File: src/nlu_pkg.sv
// Shared types and constants of the neural loss unit.
`default_nettype none
package nlu_pkg;

  localparam int unsigned MAX_ELEMENTS = 1024;
  localparam int unsigned CNT_W        = $clog2(MAX_ELEMENTS + 1);
  localparam int unsigned QDEPTH       = 4;
  localparam int unsigned QPTR_W       = $clog2(QDEPTH);
  localparam int unsigned QLVL_W       = $clog2(QDEPTH + 1);
  localparam int unsigned SUM_W        = 48;
  localparam int unsigned CFG_IDX_W    = 2;
  localparam int unsigned CFG_DATA_W   = 15;

  localparam logic [CFG_IDX_W-1:0] REG_LOSS_MODE  = 2'd0;
  localparam logic [CFG_IDX_W-1:0] REG_MIN_CLAMP  = 2'd1;
  localparam logic [CFG_IDX_W-1:0] REG_GPU_BYPASS = 2'd2;

  typedef enum logic [1:0] {
    MODE_CCE = 2'd0,
    MODE_BCE = 2'd1,
    MODE_MSE = 2'd2,
    MODE_MAE = 2'd3
  } mode_e;

  // One finished vector handed from the front to the back.
  typedef struct packed {
    mode_e              mode;
    logic [SUM_W-1:0]   sum;
    logic [CNT_W-1:0]   cnt;
    logic [31:0]        prob;
    logic               seen;
  } job_t;

endpackage
`default_nettype wire

File: src/nlu_queue.sv
// Short queue of finished vectors between the front and the back.
`default_nettype none
module nlu_queue import nlu_pkg::*; (
  input  wire logic              clk_i,
  input  wire logic              rst_ni,
  input  wire logic              push_i,
  input  wire job_t              push_job_i,
  input  wire logic              pop_i,
  output logic                   job_valid_o,
  output job_t                   job_o,
  output logic [QLVL_W-1:0]      level_o
);

  job_t              mem [QDEPTH];
  logic [QPTR_W-1:0] wr_q, rd_q;
  logic [QLVL_W-1:0] lvl_q;

  assign job_valid_o = (lvl_q != '0);
  assign job_o       = mem[rd_q];
  assign level_o     = lvl_q;

  always_ff @(posedge clk_i) begin
    if (push_i) begin
      mem[wr_q] <= push_job_i;
    end
  end

  always_ff @(posedge clk_i or negedge rst_ni) begin
    if (!rst_ni) begin
      wr_q  <= '0;
      rd_q  <= '0;
      lvl_q <= '0;
    end else begin
      if (push_i) wr_q <= wr_q + QPTR_W'(1);
      if (pop_i)  rd_q <= rd_q + QPTR_W'(1);
      lvl_q <= lvl_q + QLVL_W'(push_i) - QLVL_W'(pop_i);
    end
  end

endmodule
`default_nettype wire

File: config.mk
export PLATFORM = sky130hd
export DESIGN_NAME = nlu_queue
export DESIGN_NICKNAME = d
export VERILOG_FILES = /design/src/nlu_pkg.sv /design/src/nlu_queue.sv
export SDC_FILE = /design/constraint.sdc
export NUM_CORES = 1
export LEC_CHECK = 0
export BUFFER_PORTS_ARGS = -buffer_cell sky130_fd_sc_hd__buf_2
export CORE_MARGIN = 2
export CORE_UTILIZATION = 40
export CTS_CLUSTER_SIZE = 40
export DETAILED_ROUTE_END_ITERATION = 8
export PLACE_DENSITY = 0.64
export SETUP_SLACK_MARGIN = 0.5
export SLEW_MARGIN = 30
export SYNTH_ARGS = -nofsm -noshare
export SYNTH_HDL_FRONTEND = slang
export SYNTH_SLANG_ARGS = --single-unit
File: constraint.sdc
create_clock -name clk_i -period 3.7 [get_ports clk_i]
set_input_delay 0.74 -clock clk_i [delete_from_list [all_inputs] [get_ports clk_i]]
set_output_delay 0.74 -clock clk_i [all_outputs]
set_load 0.03 [all_outputs]
## Word-level counts from Yosys, hierarchy flattened

Memories as Yosys holds them, arrays and structs flattened.
Cells that the tools add are included.

- Mux-type cells: 2
- Divide/modulo/power cells: 0
- Add/sub/neg operators: 4
- $lt $le $gt $ge: 0
- Multipliers: 0
- Reductions and logical operators: 1
- Equal/unequal tests: 0
- Shift-type cells: 0
- Bitwise operators: 0

Operators with widths:

| operator | count |
|---|---|
| $add A2 B1 Y2 const B | 2 |
| $add A3 B1 Y3 | 1 |
| $reduce_bool A3 Y1 | 1 |
| $sub A3 B1 Y3 | 1 |
| $mux W1 | 2 |

- Bits in latches: 0
- Bits in registers: 7
- Bits in writable memories: 376
- Memories kept: 1
- Word-level logic and storage cells: 11
- Bits in read-only memories: 0
- Bits of input ports: 98

Memories:

| memory | words | width | rd ports | clocked after Yosys merged registers in | wr ports | line | RTL |
|---|---|---|---|---|---|---|---|
| mem | 4 | 94 | 1 | 0 | 1 | nlu_queue.sv:14 | `job_t mem [QDEPTH];` |

## Logic depth before layout (Yosys ltp)

- Word-level depth: 2
- Depth in mapped cells: 7
- Mapped depth without buffers: 7

## Worst setup path after synthesis

OpenSTA, ideal clock, no wires.

- Path kind: input-to-reg
- From: input push_i
- To: memory mem[0][0] (netlist bit), enable pin
- Data arrival time: 2.915 ns
- Slack: 0.322 ns
- Required time: 3.237 ns
- Cell stages on the path: 1
- Library setup time: 0.463 ns
- Path buffers: 0
- Path through: and2_1

- Word-level cells in the longest chain between the ends: 2

RTL lines:

| element | line | RTL |
|---|---|---|
| start: declaration | nlu_queue.sv:6 | `input wire logic push_i,` |
| $mux W1 | nlu_queue.sv:23 | `if (push_i) begin` |
| $mux W1 (implied by the code) | nlu_queue.sv:24 | `mem[wr_q] <= push_job_i;` |
| end: declaration | nlu_queue.sv:14 |  |

No other way between the ends.

==> reports/summary.txt <==
Remaining DRCs: 0
Run status: completed
Reg2Reg Setup Slack: 1.78 ns
FF-to-FF End: mem[2][54]
Post-synthesis adder-cell area fraction: 0.680%
WS Path Type: flip-flop to output pin
Buf+Inv Stages, Crit Path: 2
DRT iter0 DRCs: 379
Switch share: 33.4%
Initial Util: 40.6%
Clk pin slew, worst setup/hold paths: 0.06 ns
Post-DR wirelength/cell: 21.0 µm
Most common cell after layout, fill and taps aside: edfxtp_1
Worst r2r path cells: 4
Yosys reg bits: 383
CP Cell Sequence: buf_4 -> mux4_2 -> buf_2
Main area contributors after synthesis: edfxtp_1, mux4_2, dfrtp_1
Clock share of power: 25.2%
Area Overhead vs Synth: 20.4%
Ant. Diodes: 0
Largest family of logic cells by synthesized area: multiplexers
RR Startpoint: wr_q[0]
Worst Path Max Fanout: 15
YS warnings: 0
Vias in the first global route: 6809
Share of the synthesized area in the top cell type: 80.7%
Most frequent cells in the layout: edfxtp_1, buf_2, mux4_2
First-pass iteration count of the detailed router: 4
Post-Syn Area: 14000 µm²
Setup TNS: 0 ns
First-pass GRT wire length: 40100 µm
Layout cell share with drive strength beyond 1: 46.2%
Fin crit period: 3.02 ns
Synth Area in XOR/XNOR: 0.313%
Post-synthesis mux area share: 15.1%
Sink Count: 383
Routability-driven placement congestion ratio: 0.672
Final Hold Viols: 0
Multi-input logic area: 2310 µm²
Slew HR: 57.7%
Root Buffer: clkbuf_16
Largest net degree at the start of global routing: 86
Cell Int Power: 9.70 mW
Synth Instances: 525
Compound-Gate Fraction of Synth Area: 0.0358%
Fin. max-slew vios: 0
Clock insertion delay at the later pin of the skew report: 0.52 ns
Max Fclk: 331 MHz
Fillers: 2795
Worst endpoint required time: 2.96 ns
Row cnt: 68
CP arrival: 2.28 ns
Tot GR Track Use: 14.6%
DIE WIDTH: 191 µm
TritonCTS clock tree: yes
Hold crit path type: primary input to asynchronous set/reset pin
DR vias: 6176
Syn_nets: 630
Critical Path Max Stage Delay: 0.72 ns
Peak VDD IR: 0.556 mV
Total area of sequential cells: 11500 µm²
IO Port Bufs: 195
Fin Clk Skew: 0.0106 ns
Synthesized area per cell: 26.6 µm²
Placeable Area: 34500 µm²
Longest Clk Path Bufs: 3
Actual slew at the worst max-slew pin: 0.635 ns
# setup viols final: 0
Pre-CTS WS: 0.979 ns
Leakage: 5.74 nW
Die ar.: 36500 µm²
Crit path max-delay cell type: dfrtp_4
Total CTS buffers: 39
Crit. End Element: output pin
Layout Utilization: 48.9%
Type of origin of the critical path: flip-flop
Routed Antenna Nets: 0
CP delay by family, top: flip-flops
Psw: 4.87 mW
RSZ-0062 raised after global routing: no
Gr ovfl total: 0
Logic pwr share: 33.5%
Initial antenna violation count: 2
Die Height: 191 µm
DRT Wirelength: 26000 µm
Synth Area in Simple Gates: 0.277%
Max-Cap Viols: 0
Distinct cell type count after synthesis: 18
Worst setup margin: 0.682 ns
Period utilisation layout: 81.6%
Seq/Total Area, Yosys: 82.0%
Post-CTS Hold Fix Bufs: 0
Placed instance area: 15600 µm²
DP Wirelength: 15700 µm
Final instance area: 16800 µm²
Flop pwr share: 41.2%
Final net count: 861
Vias per cell: 4.98
Htree depth: 2
Largest area contributor in the netlist: edfxtp_1
IO Pins: 196
Pwr dens: 865 nW/µm²
-- worst max path at each step --
stage,startpoint,end,slack [ns],depth (start not counted)
finish,rd_q[0],job_o[67],0.68,3
global route,rd_q[0],job_o[67],0.57,3
CTS,rd_q[0],job_o[67],0.60,3
detailed placement,rd_q[0],job_o[67],0.98,3
global placement,rd_q[0],job_o[67],0.98,3
floorplan,push_i,mem[1][0],1.34,1
-- area by class of cell --
cell class	count	share of cell area, %
Clock inverter	20	0.869
Multi-Input combinational cell	114	13.7
Sequential cell	383	68.1
Inverter	6	0.134
Timing Repair Buffer	212	7.49
Clock buffer	50	6.29
Tap cell	455	3.38
-- cell families after synthesis --
kind of cell,after synthesis
buffers and inverters,28
muxes,94
AOI/OAI and AO/OA,1
and+or+nand+nor,7
DFF,383
adders and majority gates,7
xor gates and xnor gates,5
-- power by group through the flow --
stage          Sequential (mW)  Combinational (mW)  Clock (mW)
6_report                  6.01                4.89        3.68
3_5_place_dp              6.16                4.93           0
4_1_cts                   6.04                5.03        3.77
2_1_floorplan             5.93                3.67           0
3_3_place_gp              6.12                4.91           0
5_1_grt                   6.09                5.22        3.96
-- sequential cells by signal (all words and copies together), names as in the netlist --
signal / flops
mem: 376
wr_q: 2
rd_q: 2
level_o: 3
-- cells in the mapped netlist --
cell type / count
buf_2: 8
or3_1: 1
clkbuf_1: 3
o21ai_0: 1
nand2_1: 2
mux4_2: 94
fa_1: 1
edfxtp_1: 376
xor2_1: 2
buf_12: 4
buf_6: 1
inv_1: 6
buf_8: 1
buf_4: 5
ha_1: 6
and2_1: 4
dfrtp_1: 7
xnor2_1: 3
-- routing by layer --
layer | GRT usage, % | part of all wire, % | up-vias
met2 | 23.7 | 49 | 157
li1 | - | - | 2726
met3 | 3.95 | 5.9 | 39
met1 | 19.6 | 43 | 3250
met5 | 0 | 0.12 | -
met4 | 4.05 | 1.9 | 4
-- timing repair --
item,4_1_cts,5_1_grt
gates resized for setup,0,0
endpoints found under the setup margin,29,0
buffers inserted,1,0
-- stage by stage --
step	hold slack, ns	power (mW)	instances
final	0.0537	14.6	1240
after global routing	0.0450	15.3	1240
after CTS	0.0349	14.8	1240
after detailed placement	0.535	11.1	1169
after global placement	0.524	11.0	1169
after floorplan	0.444	9.60	525
Note: power is estimated with default switching activity, not from simulation.
