==> src/nlu_pkg.sv <==
// Shared types and constants of the neural loss unit.
`default_nettype none
package nlu_pkg;

  localparam int unsigned MAX_ELEMENTS = 1024;
  localparam int unsigned CNT_W        = $clog2(MAX_ELEMENTS + 1);
  localparam int unsigned QDEPTH       = 4;
  localparam int unsigned QPTR_W       = $clog2(QDEPTH);
  localparam int unsigned QLVL_W       = $clog2(QDEPTH + 1);
  localparam int unsigned SUM_W        = 48;
  localparam int unsigned CFG_IDX_W    = 2;
  localparam int unsigned CFG_DATA_W   = 15;

  localparam logic [CFG_IDX_W-1:0] REG_LOSS_MODE  = 2'd0;
  localparam logic [CFG_IDX_W-1:0] REG_MIN_CLAMP  = 2'd1;
  localparam logic [CFG_IDX_W-1:0] REG_GPU_BYPASS = 2'd2;

  typedef enum logic [1:0] {
    MODE_CCE = 2'd0,
    MODE_BCE = 2'd1,
    MODE_MSE = 2'd2,
    MODE_MAE = 2'd3
  } mode_e;

  // One finished vector handed from the front to the back.
  typedef struct packed {
    mode_e              mode;
    logic [SUM_W-1:0]   sum;
    logic [CNT_W-1:0]   cnt;
    logic [31:0]        prob;
    logic               seen;
  } job_t;

endpackage
`default_nettype wire

==> src/nlu_front.sv <==
// Front: accepts element words, picks the target, accumulates the error sum.
`default_nettype none
module nlu_front import nlu_pkg::*; (
  input  wire logic              clk_i,
  input  wire logic              rst_ni,
  input  wire logic              in_valid_i,
  output logic                   in_stall_o,
  input  wire logic [31:0]       predicted_i,
  input  wire logic [31:0]       expected_i,
  input  wire logic [9:0]        target_index_i,
  input  wire logic              last_i,
  input  wire mode_e             mode_i,
  input  wire logic [QLVL_W-1:0] q_level_i,
  output logic                   push_o,
  output job_t                   push_job_o
);

  logic             accept;
  logic [CNT_W-1:0] cnt_q, cnt_d;
  logic [31:0]      prob_q, prob_d;
  logic             seen_q, seen_d;
  logic             pick;
  logic signed [32:0] diff;
  logic [32:0]      ad;

  logic             a_vld_q, a_last_q, a_seen_q;
  logic [32:0]      a_ad_q;
  mode_e            a_mode_q;
  logic [CNT_W-1:0] a_cnt_q;
  logic [31:0]      a_prob_q;

  logic             b_vld_q, b_last_q, b_seen_q;
  logic [48:0]      b_add_q;
  logic [65:0]      sq;
  mode_e            b_mode_q;
  logic [CNT_W-1:0] b_cnt_q;
  logic [31:0]      b_prob_q;

  logic [SUM_W-1:0] sum_q, sum_d;
  logic [SUM_W+1:0] sum_wide;
  logic [QLVL_W-1:0] pending;

  // Every last word still in flight needs a free queue slot.
  assign pending    = q_level_i + QLVL_W'(a_vld_q & a_last_q) + QLVL_W'(b_vld_q & b_last_q);
  assign in_stall_o = (pending >= QLVL_W'(QDEPTH));
  assign accept     = in_valid_i & ~in_stall_o;

  assign pick  = ~seen_q && (cnt_q == CNT_W'(target_index_i)) && (cnt_q < CNT_W'(MAX_ELEMENTS));
  assign cnt_d = (cnt_q < CNT_W'(MAX_ELEMENTS)) ? cnt_q + CNT_W'(1) : cnt_q;
  assign prob_d = pick ? expected_i : prob_q;
  assign seen_d = seen_q | pick;

  assign diff = {predicted_i[31], predicted_i} - {expected_i[31], expected_i};
  assign ad   = diff[32] ? 33'(-diff) : 33'(diff);

  assign sq = a_ad_q * a_ad_q;

  assign sum_wide = {2'b00, sum_q} + {1'b0, b_add_q};
  always_comb begin
    sum_d = sum_q;
    if (b_mode_q == MODE_MSE || b_mode_q == MODE_MAE) begin
      sum_d = (|sum_wide[SUM_W+1:SUM_W]) ? {SUM_W{1'b1}} : sum_wide[SUM_W-1:0];
    end
  end

  assign push_o          = b_vld_q & b_last_q;
  assign push_job_o.mode = b_mode_q;
  assign push_job_o.sum  = sum_d;
  assign push_job_o.cnt  = b_cnt_q;
  assign push_job_o.prob = b_prob_q;
  assign push_job_o.seen = b_seen_q;

  always_ff @(posedge clk_i or negedge rst_ni) begin
    if (!rst_ni) begin
      cnt_q   <= '0;
      prob_q  <= '0;
      seen_q  <= 1'b0;
      a_vld_q <= 1'b0;
      b_vld_q <= 1'b0;
      sum_q   <= '0;
    end else begin
      a_vld_q <= accept;
      b_vld_q <= a_vld_q;
      if (accept) begin
        if (last_i) begin
          cnt_q  <= '0;
          prob_q <= '0;
          seen_q <= 1'b0;
        end else begin
          cnt_q  <= cnt_d;
          prob_q <= prob_d;
          seen_q <= seen_d;
        end
      end
      if (b_vld_q) begin
        sum_q <= b_last_q ? '0 : sum_d;
      end
    end
  end

  always_ff @(posedge clk_i) begin
    if (accept) begin
      a_ad_q   <= ad;
      a_mode_q <= mode_i;
      a_last_q <= last_i;
      a_cnt_q  <= cnt_d;
      a_prob_q <= prob_d;
      a_seen_q <= seen_d;
    end
    if (a_vld_q) begin
      b_add_q  <= (a_mode_q == MODE_MSE) ? sq[64:16] : {16'd0, a_ad_q};
      b_mode_q <= a_mode_q;
      b_last_q <= a_last_q;
      b_cnt_q  <= a_cnt_q;
      b_prob_q <= a_prob_q;
      b_seen_q <= a_seen_q;
    end
  end

endmodule
`default_nettype wire

==> config.mk <==
export PLATFORM = sky130hd
export DESIGN_NAME = nlu_front
export DESIGN_NICKNAME = d
export VERILOG_FILES = /design/src/nlu_pkg.sv /design/src/nlu_front.sv
export SDC_FILE = /design/constraint.sdc
export NUM_CORES = 2
export LEC_CHECK = 0
export BUFFER_PORTS_ARGS = -buffer_cell sky130_fd_sc_hd__buf_4
export CAP_MARGIN = 30
export CORE_MARGIN = 5
export CORE_UTILIZATION = 65
export DETAILED_ROUTE_END_ITERATION = 16
export GPL_TIMING_DRIVEN = 0
export MAX_ROUTING_LAYER = met4
export PLACE_DENSITY = 0.83
export SYNTH_ARGS = -nofsm -noshare
export SYNTH_HDL_FRONTEND = slang
export SYNTH_SLANG_ARGS = --single-unit
==> constraint.sdc <==
create_clock -name clk_i -period 16 [get_ports clk_i]
set_input_delay 1.6 -clock clk_i [delete_from_list [all_inputs] [get_ports clk_i]]
set_output_delay 1.6 -clock clk_i [all_outputs]
set_load 0.1 [all_outputs]
* Yosys cells after proc, flatten, opt, wreduce, memory -nomap -nowiden *
Index checks and enable logic that the tools add are counted.

operators by class
  add/sub/neg operators = 6
  $mul = 1
  magnitude comparators = 2
  equality and inequality tests = 4
  multiplexer cells = 10
  bitwise gates (word level) = 7
  reduce and logical (&&, ||, !) cells = 4

operator list
  cell                                                             number
  48-bit two-way mux                                               3
  32-bit two-way mux                                               3
  33-bit by 33-bit multiplier with 65-bit output                   1
  48-bit by 49-bit adder with 50-bit output                        1
  33-bit two-way mux                                               1
  33-bit negator                                                   1
  32-bit by 32-bit subtractor with 33-bit output                   1
  11-bit two-way mux                                               2
  11-bit by 1-bit adder with 11-bit output, second input constant  1
  11-bit by 10-bit == test with 1-bit output                       1
  11-bit less-than comparator, second input constant               1
  3-bit by 1-bit adder with 3-bit output                           2
  2-bit == test, second input constant                             3
  1-bit AND                                                        4
  3-bit >= comparator, second input constant                       1
  1-bit logical AND                                                2
  1-bit inverter                                                   2
  2-bit OR reduction                                               1
  1-bit logical OR                                                 1
  1-bit two-way mux                                                1
  1-bit bitwise OR                                                 1

storage, ports and cells
  bits in registers = 270
  bits of input ports = 83
  output and inout bits = 96
  logic and storage cells = 54

* Depth between registers and ports, before layout *
  depth after elaboration = 6
  gate-level depth with buffers = 31
  gate-level depth less buffers = 29

* Worst setup path before layout *
No wires, ideal clock.

  kind = reg2reg
  start = register a_ad_q[17]
  end = register b_add_q[46], data pin
  setup time = 0.268 ns
  arrival = 7.605 ns
  required time = 15.732 ns
  setup slack = 8.127 ns
  stages on the path, launching flop included = 30
  path buffers = 3
  period minus slack after synthesis = 7.873 ns
  cell sequence = edfxtp_1 clkbuf_1 clkbuf_1 nand2_1 fa_1 fa_1 inv_1 fa_1 inv_1 fa_1 inv_1 fa_1 inv_1 fa_1 inv_1 fa_1 inv_1 fa_1 inv_1 ha_1 clkbuf_1 nand2_1 nor4_1 and3_1 o211ai_1 a211oi_1 o211ai_1 a2111oi_0 o21ai_0 nor3b_1

between the ends
  cells in the longest elaborated chain, start to end = 1

ends and longest elaborated chain
  what                                            line              RTL
  from (decl)                                     nlu_front.sv:27   logic [32:0] a_ad_q;
  from (signal assigned)                          nlu_front.sv:103  a_ad_q <= ad;
  33-bit by 33-bit multiplier with 65-bit output  nlu_front.sv:56   assign sq = a_ad_q * a_ad_q;
  to (signal assigned)                            nlu_front.sv:111  b_add_q <= (a_mode_q == MODE_MSE) ? sq[64:16] : {16'd0, a_ad_q};
  to (decl)                                       nlu_front.sv:33   logic [48:0] b_add_q;

Every way passes these cells.
A chain may end at the register's enable or synchronous reset.

* Final worst setup path *
  start = register a_ad_q[14]
  end = register b_add_q[43], data pin

The elaborated chain is that of the path after synthesis.

==> impl_metrics.tcl <==
set metrics [dict create \
    status "completed" \
    setup_viol 0 \
    synth-compound-area-share_pct 10.4 \
    viasPerCell 5.97 \
    crit-reg2reg-launch "a_ad_q[14]$_DFFE_PP_" \
    final_common_cell "inv_1" \
    initial_core_util_pct 65.2 \
    antenna_found_initial 17 \
    cp.required_ns 16.29 \
    final_max_slew_viol_count 0 \
    htreeDepth 1 \
    cpMostUsedCell "fa_1" \
    die_x_um 277 \
    drc 0 \
    rows 98 \
    finalClockSkew_ns 0.0186 \
    coreArea_mm2 0.0712 \
    dieHeight_um 277 \
    ys_warn_count 0 \
    synthArstFlopShare_pct 34.8 \
    rsz0062_at_grt "false" \
    period_needed_ns 10.91 \
    max_cap_viol_count 0 \
    final-hold-violation-count 0 \
    reg2reg_depth 28 \
    worstSetupStartpointType "flip-flop" \
    synth-seq-cells 270 \
    post-route-period-util_pct 68.2 \
    crit_family "adder cells" \
    hold_class "flip-flop to flip-flop" \
    grt_pass1_wl_um 225000 \
    cts_tree "built" \
    clock_sinks 270 \
    synth_top_area_share_pct 37.1 \
    num_vias 36400 \
    cp_data_arrival_time_ns 11.20 \
    rr_endpoint "b_add_q[43]$_SDFFCE_PP0P_" \
    hold_buffers 0 \
    synth.mux.area_fraction_pct 0.932 \
    synth_area_leaders "fa_1, edfxtp_1, inv_1" \
    gp_congestion 1.05 \
    crit_path_end_kind "flip-flop" \
    netlist_instances 4870 \
    critPathKind "flip-flop to flip-flop" \
    slew_headroom_pct 19.9 \
    mostFrequentLayoutCells "inv_1, fa_1, nand2_1" \
    ctsResizeCount 0 \
    hold_depth 0 \
    min-delay-start "a_prob_q[31]$_DFFE_PP_" \
    tightest_slew_ns 1.20 \
    dpl.hpwl_um 121000 \
    synthSimpleGateAreaFrac_pct 10.8 \
    routed_wl_um 148000 \
    grt_pass1_vias 38900 \
    nets 6399 \
    fmax_mhz 91.6 \
    cts_made_buffers 27 \
    synth_top_family_by_area "adder cells" \
    synth_edf_count 176 \
    ant_nets 0 \
    syn_nets 6163 \
    path_buf_inv 8 \
    rrSetupSlack_ns 5.09 \
    clk_path_buf_depth 3 \
    dr.pass1.iters 7 \
    worstHoldEndpoint "b_prob_q[31]$_DFFE_PP_" \
    grt_max_degree 90 \
    yosysSeqAreaShare_pct 16.4 \
    die_area_mm2 0.0769 \
    grtUsageTotal_pct 39.7 \
    ys_types 86 \
    fin_setup_tns_ns 0 \
    critPathSlowestCell "edfxtp_1" \
    clk_pin_slew_ns 0.08 \
    pin_count 179 \
    dr.first_iter.drc_count 3576 \
    insertion_delay_ns 0.57 \
    syn2layout_area_growth_pct 8.71 \
    grt-ovfl-total 0 \
    cp.depth 28 \
    max_stage_delay_ns 1.00 \
    wire_per_inst_um 24.3 \
    synthXorXnorAreaFrac_pct 3.37 \
    yosysTopAreaCell "fa_1" \
    cts_root_buf "clkbuf_16" \
    cp_max_fo 12 \
    yosys_most_used_dff "edfxtp_1" \
    synth_area_mm2 0.0465 \
    synth_fa_ha_area_share_pct 46.5 \
    nFillCells 5376 \
    drive_gt1_share_pct 7.18 \
    postCtsSetupBuffers 0 \
    port_buffers 178 \
    postSynthAreaPerCell_um2 9.54 \
]
## logic make-up after synthesis
| group | count (synthesis) |
|---|---|
| buf+inv | 1435 |
| fa+ha+maj | 1210 |
| simple gates | 1044 |
| compound gates | 693 |
| flops | 270 |
| xor+xnor | 179 |
| mux | 39 |
## flip-flops by register name (all words and copies together) (netlist names)
name / count
a_last_q: 1
a_prob_q: 32
b_vld_q: 1
b_seen_q: 1
seen_q: 1
a_mode_q: 2
b_add_q: 49
a_cnt_q: 11
sum_q: 48
prob_q: 32
a_vld_q: 1
b_last_q: 1
b_mode_q: 2
b_prob_q: 32
a_ad_q: 33
cnt_q: 11
a_seen_q: 1
b_cnt_q: 11
## per-layer routing
layer  wire length (um)  vias up  track usage, %
met2              68500     2023            61.9
met3              16000      602            10.1
met5                  0        -               -
li1                   -    15700               -
met4              11000        0            21.8
met1              52800    18100            47.6
## synthesized netlist by cell type (all sizes together), types with 13 or more instances
cell type     n
o21a         20
nand2b       21
a21o         60
nor4         13
clkbuf      188
xor2         69
mux2         34
nand3        44
nand4        26
and2        209
inv        1233
o21bai       33
nor2        152
o22a         45
nor3         35
o211ai       13
a22o         32
a21oi       172
a31oi        23
fa          861
xnor2       110
ha          349
o21ai       141
nand2       454
nor2b        21
edfxtp      176
dfrtp        94
and3         25
a211oi       20
o221a        45
## area by class of cell
cell class / count / area, um^2 / area share (%)
buffer: 199 / 763 / 1.51
sequential: 270 / 7640 / 15.1
tap: 950 / 1190 / 2.35
timing repair buffer: 207 / 1770 / 3.51
clock buffer: 33 / 793 / 1.57
multi-input combinational: 3165 / 33400 / 66.2
clock inverter: 17 / 221 / 0.438
antenna: 22 / 55.1 / 0.109
inverter: 1236 / 4640 / 9.19
## stage by stage
step	util, %	hold slack, ns	std cells	setup WS [ns]	area (um^2)
3_5_place_dp	69.3	0.405	6023	5.62	49400
4_1_cts	70.7	0.414	6073	5.60	50400
5_1_grt	70.9	0.426	6095	5.01	50500
3_3_place_gp	68.8	0.401	5998	5.68	49000
2_1_floorplan	-	0.400	4870	8.13	46500
6_report	70.9	0.412	6099	5.09	50500
## how the worst max path moves through the flow
stage                         startpoint                         to  slack, ns
floorplan           a_ad_q[17]$_DFFE_PP_  b_add_q[46]$_SDFFCE_PP0P_       8.13
global placement    a_ad_q[14]$_DFFE_PP_  b_add_q[43]$_SDFFCE_PP0P_       5.68
detailed placement  a_ad_q[14]$_DFFE_PP_  b_add_q[43]$_SDFFCE_PP0P_       5.62
CTS                 a_ad_q[14]$_DFFE_PP_  b_add_q[43]$_SDFFCE_PP0P_       5.60
global route        a_ad_q[14]$_DFFE_PP_  b_add_q[46]$_SDFFCE_PP0P_       5.01
finish              a_ad_q[14]$_DFFE_PP_  b_add_q[43]$_SDFFCE_PP0P_       5.09
Power is left out: the tool's default activity adds up to more than one toggle a clock period on the data nets, which glitch-free logic cannot reach.
