**config.mk**
```make
export PLATFORM = sky130hd
export DESIGN_NAME = nlu_back
export DESIGN_NICKNAME = d
export VERILOG_FILES = /design/src/nlu_pkg.sv /design/src/nlu_back.sv
export SDC_FILE = /design/constraint.sdc
export NUM_CORES = 2
export LEC_CHECK = 0
export BUFFER_PORTS_ARGS = -buffer_cell sky130_fd_sc_hd__buf_4
export CORE_MARGIN = 4
export CORE_UTILIZATION = 50
export DETAILED_ROUTE_END_ITERATION = 7
export PLACE_DENSITY = 0.66
export SYNTH_ARGS = -nofsm -noshare
export SYNTH_HDL_FRONTEND = slang
export SYNTH_SLANG_ARGS = --single-unit
```
**constraint.sdc**
```tcl
create_clock -name clk_i -period 10.8 [get_ports clk_i]
set_clock_uncertainty 0.05 [all_clocks]
set_input_delay 0 -clock clk_i [delete_from_list [all_inputs] [get_ports clk_i]]
set_output_delay 0 -clock clk_i [all_outputs]
set_load 0.1 [all_outputs]
```
**src/nlu_pkg.sv**
```systemverilog
// Shared types and constants of the neural loss unit.
`default_nettype none
package nlu_pkg;

  localparam int unsigned MAX_ELEMENTS = 1024;
  localparam int unsigned CNT_W        = $clog2(MAX_ELEMENTS + 1);
  localparam int unsigned QDEPTH       = 4;
  localparam int unsigned QPTR_W       = $clog2(QDEPTH);
  localparam int unsigned QLVL_W       = $clog2(QDEPTH + 1);
  localparam int unsigned SUM_W        = 48;
  localparam int unsigned CFG_IDX_W    = 2;
  localparam int unsigned CFG_DATA_W   = 15;

  localparam logic [CFG_IDX_W-1:0] REG_LOSS_MODE  = 2'd0;
  localparam logic [CFG_IDX_W-1:0] REG_MIN_CLAMP  = 2'd1;
  localparam logic [CFG_IDX_W-1:0] REG_GPU_BYPASS = 2'd2;

  typedef enum logic [1:0] {
    MODE_CCE = 2'd0,
    MODE_BCE = 2'd1,
    MODE_MSE = 2'd2,
    MODE_MAE = 2'd3
  } mode_e;

  // One finished vector handed from the front to the back.
  typedef struct packed {
    mode_e              mode;
    logic [SUM_W-1:0]   sum;
    logic [CNT_W-1:0]   cnt;
    logic [31:0]        prob;
    logic               seen;
  } job_t;

endpackage
`default_nettype wire

```
**src/nlu_back.sv**
```systemverilog
// Back: divides the sum by the count (or gives zero in GPU bypass) or evaluates the entropy logarithms.
`default_nettype none
module nlu_back import nlu_pkg::*; (
  input  wire logic                  clk_i,
  input  wire logic                  rst_ni,
  input  wire logic                  job_valid_i,
  input  wire job_t                  job_i,
  output logic                       pop_o,
  input  wire logic [CFG_DATA_W-1:0] min_clamp_i,
  input  wire logic                  gpu_bypass_i,
  output logic                       out_valid_o,
  input  wire logic                  out_stall_i,
  output logic [31:0]                loss_o,
  output logic                       index_missing_o
);

  typedef enum logic [2:0] {
    S_IDLE, S_DIV, S_NORM, S_SQR, S_SCL, S_ACC, S_DONE
  } state_e;

  state_e           state_q;
  mode_e            mode_q;
  logic [SUM_W-1:0] wk_q;
  logic [CNT_W-1:0] cnt_q, rem_q;
  logic [5:0]       step_q;
  logic [30:0]      m_q;
  logic [4:0]       k_q;
  logic [15:0]      frac_q;
  logic [3:0]       it_q;
  logic [20:0]      lnmag_q;
  logic [16:0]      opa_q, opb_q;
  logic             second_q;
  logic [39:0]      acc_q;
  logic [31:0]      res_loss_q;
  logic             res_miss_q;
  logic [31:0]      loss_q;
  logic             miss_q;
  logic             out_valid_q;

  // Start values.
  logic [15:0]        cl;
  logic signed [31:0] p;
  logic [16:0]        hi;
  logic signed [31:0] p_hi, p_bce;
  logic [30:0]        x_cce;
  logic [16:0]        b_bce;

  // Divider step.
  logic [CNT_W:0]   r2;
  logic             qbit;
  logic [SUM_W-1:0] wk_n;

  // Log steps.
  logic [61:0] sq;
  logic [31:0] t;
  logic [20:0] mag;
  logic        l2neg;
  logic [36:0] scaled;
  logic [37:0] term;
  logic [39:0] acc_n, acc_r;

  assign cl    = (min_clamp_i == '0) ? 16'd1 : {1'b0, min_clamp_i};
  assign p     = job_i.seen ? job_i.prob : 32'sd0;
  assign x_cce = (p < $signed({16'd0, cl})) ? {15'd0, cl} : p[30:0];
  assign hi    = 17'h10000 - {1'b0, cl};
  assign p_hi  = (p > $signed({15'd0, hi})) ? $signed({15'd0, hi}) : p;
  assign p_bce = (p_hi < $signed({16'd0, cl})) ? $signed({16'd0, cl}) : p_hi;
  assign b_bce = 17'h10000 - p_bce[16:0];

  assign r2   = {rem_q, wk_q[SUM_W-1]};
  assign qbit = (r2 >= {1'b0, cnt_q});
  assign wk_n = {wk_q[SUM_W-2:0], qbit};

  assign sq = m_q * m_q;
  assign t  = sq[61:30];

  // log2 = k + frac - 16; take its magnitude and scale by ln 2 with rounding.
  assign l2neg  = (k_q < 5'd16);
  assign mag    = l2neg ? ({5'd16 - k_q, 16'd0} - {5'd0, frac_q})
                        : ({k_q - 5'd16, 16'd0} + {5'd0, frac_q});
  assign scaled = mag * 16'd45426 + 37'd32768;

  assign term  = opa_q * lnmag_q;
  assign acc_n = acc_q + {2'b00, term};
  assign acc_r = acc_n + 40'd32768;

  assign pop_o           = (state_q == S_IDLE) & job_valid_i;
  assign out_valid_o     = out_valid_q;
  assign loss_o          = loss_q;
  assign index_missing_o = miss_q;

  always_ff @(posedge clk_i or negedge rst_ni) begin
    if (!rst_ni) begin
      state_q     <= S_IDLE;
      out_valid_q <= 1'b0;
      mode_q      <= MODE_MSE;
      wk_q        <= '0;
      cnt_q       <= '0;
      rem_q       <= '0;
      step_q      <= '0;
      m_q         <= '0;
      k_q         <= '0;
      frac_q      <= '0;
      it_q        <= '0;
      lnmag_q     <= '0;
      opa_q       <= '0;
      opb_q       <= '0;
      second_q    <= 1'b0;
      acc_q       <= '0;
      res_loss_q  <= '0;
      res_miss_q  <= 1'b0;
      loss_q      <= '0;
      miss_q      <= 1'b0;
    end else begin
      if (out_valid_q && !out_stall_i && state_q != S_DONE) out_valid_q <= 1'b0;
      unique case (state_q)
        S_IDLE: begin
          if (job_valid_i) begin
            mode_q     <= job_i.mode;
            res_miss_q <= ~job_i.mode[1] & ~job_i.seen;
            wk_q       <= job_i.sum;
            cnt_q      <= job_i.cnt;
            rem_q      <= '0;
            step_q     <= 6'(SUM_W - 1);
            k_q        <= 5'd30;
            frac_q     <= '0;
            it_q       <= 4'd15;
            acc_q      <= '0;
            second_q   <= 1'b0;
            opa_q      <= p_bce[16:0];
            opb_q      <= b_bce;
            if (job_i.mode == MODE_CCE) begin
              m_q     <= x_cce;
              state_q <= S_NORM;
            end else if (job_i.mode == MODE_BCE) begin
              m_q     <= {14'd0, p_bce[16:0]};
              state_q <= S_NORM;
            end else if (gpu_bypass_i) begin
              res_loss_q <= '0;
              state_q    <= S_DONE;
            end else begin
              state_q <= S_DIV;
            end
          end
        end
        S_DIV: begin
          rem_q  <= qbit ? CNT_W'(r2 - {1'b0, cnt_q}) : r2[CNT_W-1:0];
          wk_q   <= wk_n;
          step_q <= step_q - 6'd1;
          if (step_q == '0) begin
            res_loss_q <= (|wk_n[SUM_W-1:32]) ? 32'hFFFF_FFFF : wk_n[31:0];
            state_q    <= S_DONE;
          end
        end
        S_NORM: begin
          if (m_q[30]) begin
            state_q <= S_SQR;
          end else begin
            m_q <= {m_q[29:0], 1'b0};
            k_q <= k_q - 5'd1;
          end
        end
        S_SQR: begin
          if (t[31]) begin
            m_q          <= t[31:1];
            frac_q[it_q] <= 1'b1;
          end else begin
            m_q <= t[30:0];
          end
          it_q <= it_q - 4'd1;
          if (it_q == '0) state_q <= S_SCL;
        end
        S_SCL: begin
          lnmag_q <= scaled[36:16];
          if (mode_q == MODE_CCE) begin
            res_loss_q <= l2neg ? {11'd0, scaled[36:16]} : 32'd0;
            state_q    <= S_DONE;
          end else begin
            state_q <= S_ACC;
          end
        end
        S_ACC: begin
          acc_q <= acc_n;
          if (!second_q) begin
            second_q <= 1'b1;
            opa_q    <= opb_q;
            m_q      <= {14'd0, opb_q};
            k_q      <= 5'd30;
            frac_q   <= '0;
            it_q     <= 4'd15;
            state_q  <= S_NORM;
          end else begin
            res_loss_q <= {8'd0, acc_r[39:16]};
            state_q    <= S_DONE;
          end
        end
        S_DONE: begin
          // The output register only takes the new word once the previous one has left.
          if (!out_valid_q || !out_stall_i) begin
            out_valid_q <= 1'b1;
            loss_q      <= res_loss_q;
            miss_q      <= res_miss_q;
            state_q     <= S_IDLE;
          end
        end
        default: state_q <= S_IDLE;
      endcase
    end
  end

endmodule
`default_nettype wire

```
# Yosys cells after proc, flatten, opt, wreduce, memory -nomap -nowiden
# Index checks and enable logic that the tools add are counted.
# classes
mul	3
n_lt_le_gt_ge	7
n_eq_ne	22
reduce_logical	31
bitwise	5
n_div	0
shifts	0
mux	64
n_addsub	13
# ops
operator	count
32-bit two-way mux	10
31-bit two-way mux	7
32-bit one-hot mux with 4 select lines	1
31-bit one-hot mux with 4 select lines	1
48-bit one-hot mux with 2 select lines	1
40-bit one-hot mux with 2 select lines	1
32-bit by 16-bit < comparator with 1-bit output	2
31-bit by 31-bit multiplier with 62-bit output	1
17-bit two-way mux	3
16-bit two-way mux	3
48-bit two-way mux	1
16-bit one-hot mux with 3 select lines	1
21-bit two-way mux	2
40-bit by 16-bit adder with 40-bit output (second input constant)	1
40-bit by 38-bit adder with 40-bit output	1
40-bit two-way mux	1
17-bit by 21-bit multiplier with 38-bit output	1
37-bit by 16-bit adder with 37-bit output (second input constant)	1
21-bit by 15-bit multiplier with 36-bit output (second input constant)	1
17-bit one-hot mux with 2 select lines	1
32-bit by 18-bit greater-than comparator with 1-bit output	1
3-bit two-way mux	9
2-bit inequality test (second input constant)	13
11-bit two-way mux	2
other kinds (53)	79
# totals
mem_bits_rw	0
elab_cells	166
mem_bits_ro	0
output_inout_bits	35
memories	0
latchBits	0
ff_bits	300
in_bits	114

# Logic depth before layout (Yosys ltp)
# logic_depth
word_depth	11
ltp_mapped	34
ltp_nobuf	33

# Least setup slack after synthesis
# Ideal clock, no wire load.
# synth_path
path_type	flip-flop to flip-flop
start	reg m_q[13]
end	reg m_q[0]
path_stages_with_launch	29
path_slack_ns	2.454
required_time_ns	10.613
arrival_ns	8.159
setup_time_ns	0.137
n_path_buf	3
period_less_slack_ns	8.346
path_cell_list	dfrtp_1 -> clkbuf_1 -> clkbuf_1 -> nand2_1 -> fa_1 -> inv_1 -> fa_1 -> inv_1 -> fa_1 -> fa_1 -> inv_1 -> fa_1 -> fa_1 -> fa_1 -> fa_1 -> ha_1 -> and3_1 -> and3_1 -> a311oi_1 -> o211ai_1 -> o22ai_1 -> o31ai_1 -> and2_1 -> o41ai_2 -> xor2_1 -> buf_2 -> mux2_2 -> a311oi_1 -> a21oi_1
# synth_via
elab_chain_cells	3
# synth_lines
element	line_no	rtl
start, declared	nlu_back.sv:26	logic [30:0] m_q;
start signal, assigned	nlu_back.sv:136	m_q <= {14'd0, p_bce[16:0]};
start signal, assigned	nlu_back.sv:159	m_q <= {m_q[29:0], 1'b0};
start signal, assigned	nlu_back.sv:165	m_q <= t[31:1];
31-bit by 31-bit multiplier with 62-bit output	nlu_back.sv:74	assign sq = m_q * m_q;
31-bit two-way mux	nlu_back.sv:164	if (t[31]) begin
31-bit one-hot mux with 4 select lines	nlu_back.sv:116	unique case (state_q)
# Every way passes these cells.
# A chain may end at the register's enable or synchronous reset.

# Final worst setup path
# layout_path
start	reg m_q[11]
end	reg m_q[10]
# Same word-level chain as after synthesis.

==> impl_metrics.xml <==
<?xml version="1.0" encoding="UTF-8"?>
<metrics>
  <group name="cells_and_area">
    <metric name="nets" unit="">8885</metric>
    <metric name="final_layout_size_suffix_gt1_frac" unit="">0.0630</metric>
    <metric name="finish.instance_area" unit="um2">67500</metric>
    <metric name="final_cells" unit="">8690</metric>
    <metric name="area.growth.synth_to_final" unit="%">8.19</metric>
    <metric name="fillers" unit="">11100</metric>
  </group>
  <group name="synthesis">
    <metric name="synth-simple-area-share" unit="">0.135</metric>
    <metric name="synth-adder-area-share" unit="">0.491</metric>
    <metric name="mappedNetlistNets" unit="">8806</metric>
    <metric name="yosys.area_share.xor_xnor" unit="">0.0275</metric>
    <metric name="synth_top_area_cell" unit="">sky130_fd_sc_hd__fa_1</metric>
    <metric name="yosys-mux-area-fraction" unit="">0.0145</metric>
    <metric name="largest_family_of_logic_cells_by_synthesized_area" unit="">adder cells</metric>
    <metric name="yosys_warnings" unit="">0</metric>
    <metric name="number_of_different_library_cells_in_the_post_synthesis_netlist" unit="">100</metric>
    <metric name="avgSynthCellArea" unit="um2">8.99</metric>
    <metric name="complex_gate_fraction_of_the_synthesized_area" unit="">0.101</metric>
    <metric name="postSynthRegisterBits" unit="">300</metric>
    <metric name="syn_area" unit="um2">62400</metric>
    <metric name="count_of_mapped_cells_out_of_synthesis" unit="">6941</metric>
    <metric name="synthTopCellsByArea" unit="">sky130_fd_sc_hd__fa_1 37%, sky130_fd_sc_hd__dfrtp_1 12%, sky130_fd_sc_hd__ha_1 12%</metric>
    <metric name="synth-async-reset-ratio" unit="">1.00</metric>
    <metric name="post_synth_top_flop" unit="">sky130_fd_sc_hd__dfrtp_1</metric>
    <metric name="synth_sequential_area_ratio" unit="">0.120</metric>
    <metric name="synth_top_cell_area_share" unit="">0.372</metric>
    <metric name="number_of_synthesized_flops_with_an_enable_pin" unit="">0</metric>
  </group>
  <group name="sta">
    <metric name="holdWs" unit="ps">-55.5</metric>
    <metric name="tns" unit="ps">0</metric>
    <metric name="achievable-frequency" unit="MHz">96.8</metric>
    <metric name="drv_slew" unit="">0</metric>
    <metric name="timing_worst_slew_pin_value" unit="ps">1230</metric>
    <metric name="finalCritPeriodShare" unit="">0.957</metric>
    <metric name="setup_repair_after_global_routing_missed_its_margin" unit="">no</metric>
    <metric name="finalWorstSetupSlack" unit="ps">465</metric>
    <metric name="report.final.hold_viol_count" unit="">11</metric>
    <metric name="final_period_minus_worst_setup_slack" unit="ps">10340</metric>
    <metric name="finalSetupViolations" unit="">0</metric>
    <metric name="worst_slew_margin_rel" unit="">0.181</metric>
  </group>
  <group name="clock_network">
    <metric name="numCtsBuffers" unit="">38</metric>
    <metric name="worst_setup_hold_path_clk_slew" unit="ps">60</metric>
    <metric name="cts_max_path_buffers" unit="">3</metric>
    <metric name="tritoncts_num_sinks" unit="">300</metric>
    <metric name="total_number_of_h_tree_levels" unit="">2</metric>
    <metric name="cts_hold_buffers" unit="">80</metric>
    <metric name="post_cts_resize_count" unit="">0</metric>
    <metric name="clk_root_buffer_cell" unit="">sky130_fd_sc_hd__clkbuf_16</metric>
    <metric name="clock_insertion_delay_worst_skew" unit="ps">580</metric>
    <metric name="cts_setup_buffers" unit="">0</metric>
    <metric name="cts_tree" unit="">yes</metric>
  </group>
  <group name="die">
    <metric name="die_height" unit="um">361</metric>
    <metric name="rows" unit="">129</metric>
    <metric name="die_area" unit="um2">131000</metric>
    <metric name="design.core.area" unit="um2">124000</metric>
    <metric name="pin_count" unit="">149</metric>
    <metric name="initial_utilization" unit="">0.504</metric>
    <metric name="chipWidth" unit="um">361</metric>
  </group>
  <group name="placement">
    <metric name="postPlaceCellArea" unit="um2">65400</metric>
    <metric name="place_ws" unit="ps">690</metric>
    <metric name="buffer_ports.inserted" unit="">148</metric>
    <metric name="dp_cells" unit="">8537</metric>
    <metric name="dpl.hpwl" unit="um">145000</metric>
    <metric name="finalWeightedCongestion" unit="">0.954</metric>
  </group>
  <group name="outcome">
    <metric name="violations_in_the_final_reports" unit="">hold timing</metric>
    <metric name="outcome" unit="">finished with violations</metric>
  </group>
  <group name="route">
    <metric name="drt.antenna.violating_nets" unit="">0</metric>
    <metric name="first_pass_iters" unit="">6</metric>
    <metric name="post_drt_wl_per_cell" unit="um">21.0</metric>
    <metric name="detail_route.vias_per_cell" unit="">5.57</metric>
    <metric name="vias" unit="">48400</metric>
    <metric name="detailedRoute.firstIterationViolations" unit="">3876</metric>
    <metric name="route.detailed.drc" unit="">0</metric>
    <metric name="totalWireLength" unit="um">182000</metric>
  </group>
  <group name="global_route">
    <metric name="grt_pass1_vias" unit="">51200</metric>
    <metric name="grt_start_max_net_pins" unit="">134</metric>
    <metric name="grt_remaining_overflow" unit="">0</metric>
    <metric name="grt_pass1_wl" unit="um">293000</metric>
    <metric name="grt.total_usage" unit="">0.286</metric>
    <metric name="grt_antenna_before_repair" unit="">4</metric>
  </group>
  <group name="worst_setup_path">
    <metric name="regToRegEndpoint" unit="">m_q[10]</metric>
    <metric name="worst-r2r-setup-slack" unit="ps">460</metric>
    <metric name="worstSetupStartpointType" unit="">register</metric>
    <metric name="worst_r2r_startpoint" unit="">m_q[11]</metric>
    <metric name="end_kind" unit="">register</metric>
    <metric name="worstSetupPathType" unit="">register to register</metric>
    <metric name="reg2reg_depth" unit="">26</metric>
    <metric name="crit_fanout" unit="">19</metric>
    <metric name="worstPathRequired" unit="ps">11190</metric>
    <metric name="arrival" unit="ps">10730</metric>
  </group>
  <group name="flow_run">
    <metric name="maxCapViolations" unit="">0</metric>
  </group>
  <group name="worst_hold_path">
    <metric name="hp-class" unit="">input port to async pin</metric>
  </group>
</metrics>
how the worst max path moves through the flow:
stage / startpoint / endpoint / slack, ps / cells after the start
2_1_floorplan: m_q[13] / m_q[0] / 2450 / 28
3_3_place_gp: m_q[6] / m_q[10] / 820 / 26
3_5_place_dp: m_q[6] / m_q[10] / 690 / 26
4_1_cts: m_q[6] / m_q[10] / 640 / 26
5_1_grt: m_q[6] / m_q[10] / 110 / 28
6_report: m_q[11] / m_q[10] / 460 / 26
logic make-up (layout without fill, tap and decap cells):
kind of cell | Yosys count | after routing
buffers and inverters | 1848 | 1957
AND/OR/NAND/NOR | 1810 | 1810
adder cells (fa/ha/maj) | 1751 | 1751
AO/OA/AOI/OAI | 951 | 951
flip-flops | 300 | 300
XOR/XNOR | 196 | 196
multiplexers | 84 | 84
other | 1 | 4
final cells by class:
class	instances	area [um2]	share of cell area
sequential	300	7510	0.111
antenna	3	7.51	0.000111
inverter	1548	5810	0.0860
clock buffer	50	1080	0.0160
timing repair buffer	339	2780	0.0411
multi-input combinational	4793	48000	0.712
tap	1637	2050	0.0303
clock inverter	20	250	0.00371
synth_stat cells, types with 27 or more instances:
library cell	n
sky130_fd_sc_hd__nand3_1	54
sky130_fd_sc_hd__dfrtp_1	299
sky130_fd_sc_hd__nor2_1	324
sky130_fd_sc_hd__inv_1	1532
sky130_fd_sc_hd__a21o_1	92
sky130_fd_sc_hd__mux2i_1	32
sky130_fd_sc_hd__xor2_1	70
sky130_fd_sc_hd__nor2b_1	28
sky130_fd_sc_hd__a31oi_1	54
sky130_fd_sc_hd__o211ai_1	27
sky130_fd_sc_hd__clkbuf_1	284
sky130_fd_sc_hd__fa_1	1161
sky130_fd_sc_hd__nor3_1	46
sky130_fd_sc_hd__a211oi_1	37
sky130_fd_sc_hd__a22oi_1	34
sky130_fd_sc_hd__a21oi_1	214
sky130_fd_sc_hd__nand2_1	848
sky130_fd_sc_hd__and2_1	315
sky130_fd_sc_hd__ha_1	590
sky130_fd_sc_hd__nand4_1	39
sky130_fd_sc_hd__and3_1	31
sky130_fd_sc_hd__o21ai_0	223
sky130_fd_sc_hd__xnor2_1	126
sky130_fd_sc_hd__a22o_1	47
sky130_fd_sc_hd__mux2_2	52
registers in the layout, indices dropped and copies added, names as in the netlist:
name / cells
wk_q: 48
acc_q: 40
loss_o: 32
res_loss_q: 32
m_q: 31
lnmag_q: 21
opa_q: 17
opb_q: 17
frac_q: 16
cnt_q: 11
rem_q: 11
step_q: 6
k_q: 5
it_q: 4
state_q: 3
mode_q: 2
index_missing_o: 1
out_valid_o: 1
res_miss_q: 1
second_q: 1
stage by stage:
stage | hold slack (ps) | utilization
3_5_place_dp | 28.8 | 0.528
5_1_grt | 44.0 | 0.545
6_report | -55.5 | 0.545
2_1_floorplan | -346 | -
4_1_cts | 3.04 | 0.545
3_3_place_gp | 25.3 | 0.528
critical path: stages (launching register included):
cell and delay, ps:
sky130_fd_sc_hd__dfrtp_1 1040, sky130_fd_sc_hd__buf_4 380, sky130_fd_sc_hd__and2_1 190, sky130_fd_sc_hd__fa_1 480, sky130_fd_sc_hd__fa_1 480, sky130_fd_sc_hd__fa_1 550, sky130_fd_sc_hd__inv_1 50, sky130_fd_sc_hd__fa_1 500
sky130_fd_sc_hd__inv_1 60, sky130_fd_sc_hd__fa_1 560, sky130_fd_sc_hd__fa_1 440, sky130_fd_sc_hd__fa_1 510, sky130_fd_sc_hd__fa_1 420, sky130_fd_sc_hd__ha_1 380, sky130_fd_sc_hd__a21oi_1 240, sky130_fd_sc_hd__nand2_1 110
sky130_fd_sc_hd__a311oi_1 340, sky130_fd_sc_hd__o211ai_1 160, sky130_fd_sc_hd__o22ai_1 540, sky130_fd_sc_hd__o31ai_1 310, sky130_fd_sc_hd__and2_1 280, sky130_fd_sc_hd__o41ai_2 460, sky130_fd_sc_hd__xor2_2 750, sky130_fd_sc_hd__buf_4 360
sky130_fd_sc_hd__mux2_2 360, sky130_fd_sc_hd__nand2_1 70, sky130_fd_sc_hd__a31oi_1 90
routing by layer:
| layer | routed length, um | global-route usage | share of wire | vias to the layer above |
|---|---|---|---|---|
| li1 | - | - | - | 21800 |
| met1 | 78700 | 0.406 | 0.43 | 24400 |
| met2 | 81500 | 0.449 | 0.45 | 1878 |
| met3 | 15900 | 0.0557 | 0.087 | 335 |
| met4 | 6070 | 0.0807 | 0.033 | 2 |
| met5 | 13 | 0 | 0.000071 | - |
layout by cell type (no fill, tap or decap), types with 32 or more instances in the layout:
master / count
sky130_fd_sc_hd__ha_1: 590
sky130_fd_sc_hd__a21oi_1: 214
sky130_fd_sc_hd__xnor2_1: 125
sky130_fd_sc_hd__a22o_1: 47
sky130_fd_sc_hd__clkbuf_16: 39
sky130_fd_sc_hd__xor2_1: 69
sky130_fd_sc_hd__mux2_2: 52
sky130_fd_sc_hd__buf_4: 256
sky130_fd_sc_hd__nand2_1: 846
sky130_fd_sc_hd__nor2_1: 320
sky130_fd_sc_hd__dlygate4sd3_1: 80
sky130_fd_sc_hd__a22oi_1: 34
sky130_fd_sc_hd__nand3_1: 53
sky130_fd_sc_hd__a31oi_1: 53
sky130_fd_sc_hd__a21o_1: 92
sky130_fd_sc_hd__fa_1: 1161
sky130_fd_sc_hd__inv_1: 1532
sky130_fd_sc_hd__nand4_1: 39
sky130_fd_sc_hd__a211oi_1: 37
sky130_fd_sc_hd__and2_1: 314
sky130_fd_sc_hd__o21ai_0: 223
sky130_fd_sc_hd__nor3_1: 44
sky130_fd_sc_hd__dfrtp_1: 298
sky130_fd_sc_hd__mux2i_1: 32
Power is not shown: default switching activity piles up to over one toggle a cycle in this logic, so the estimate is an artifact.
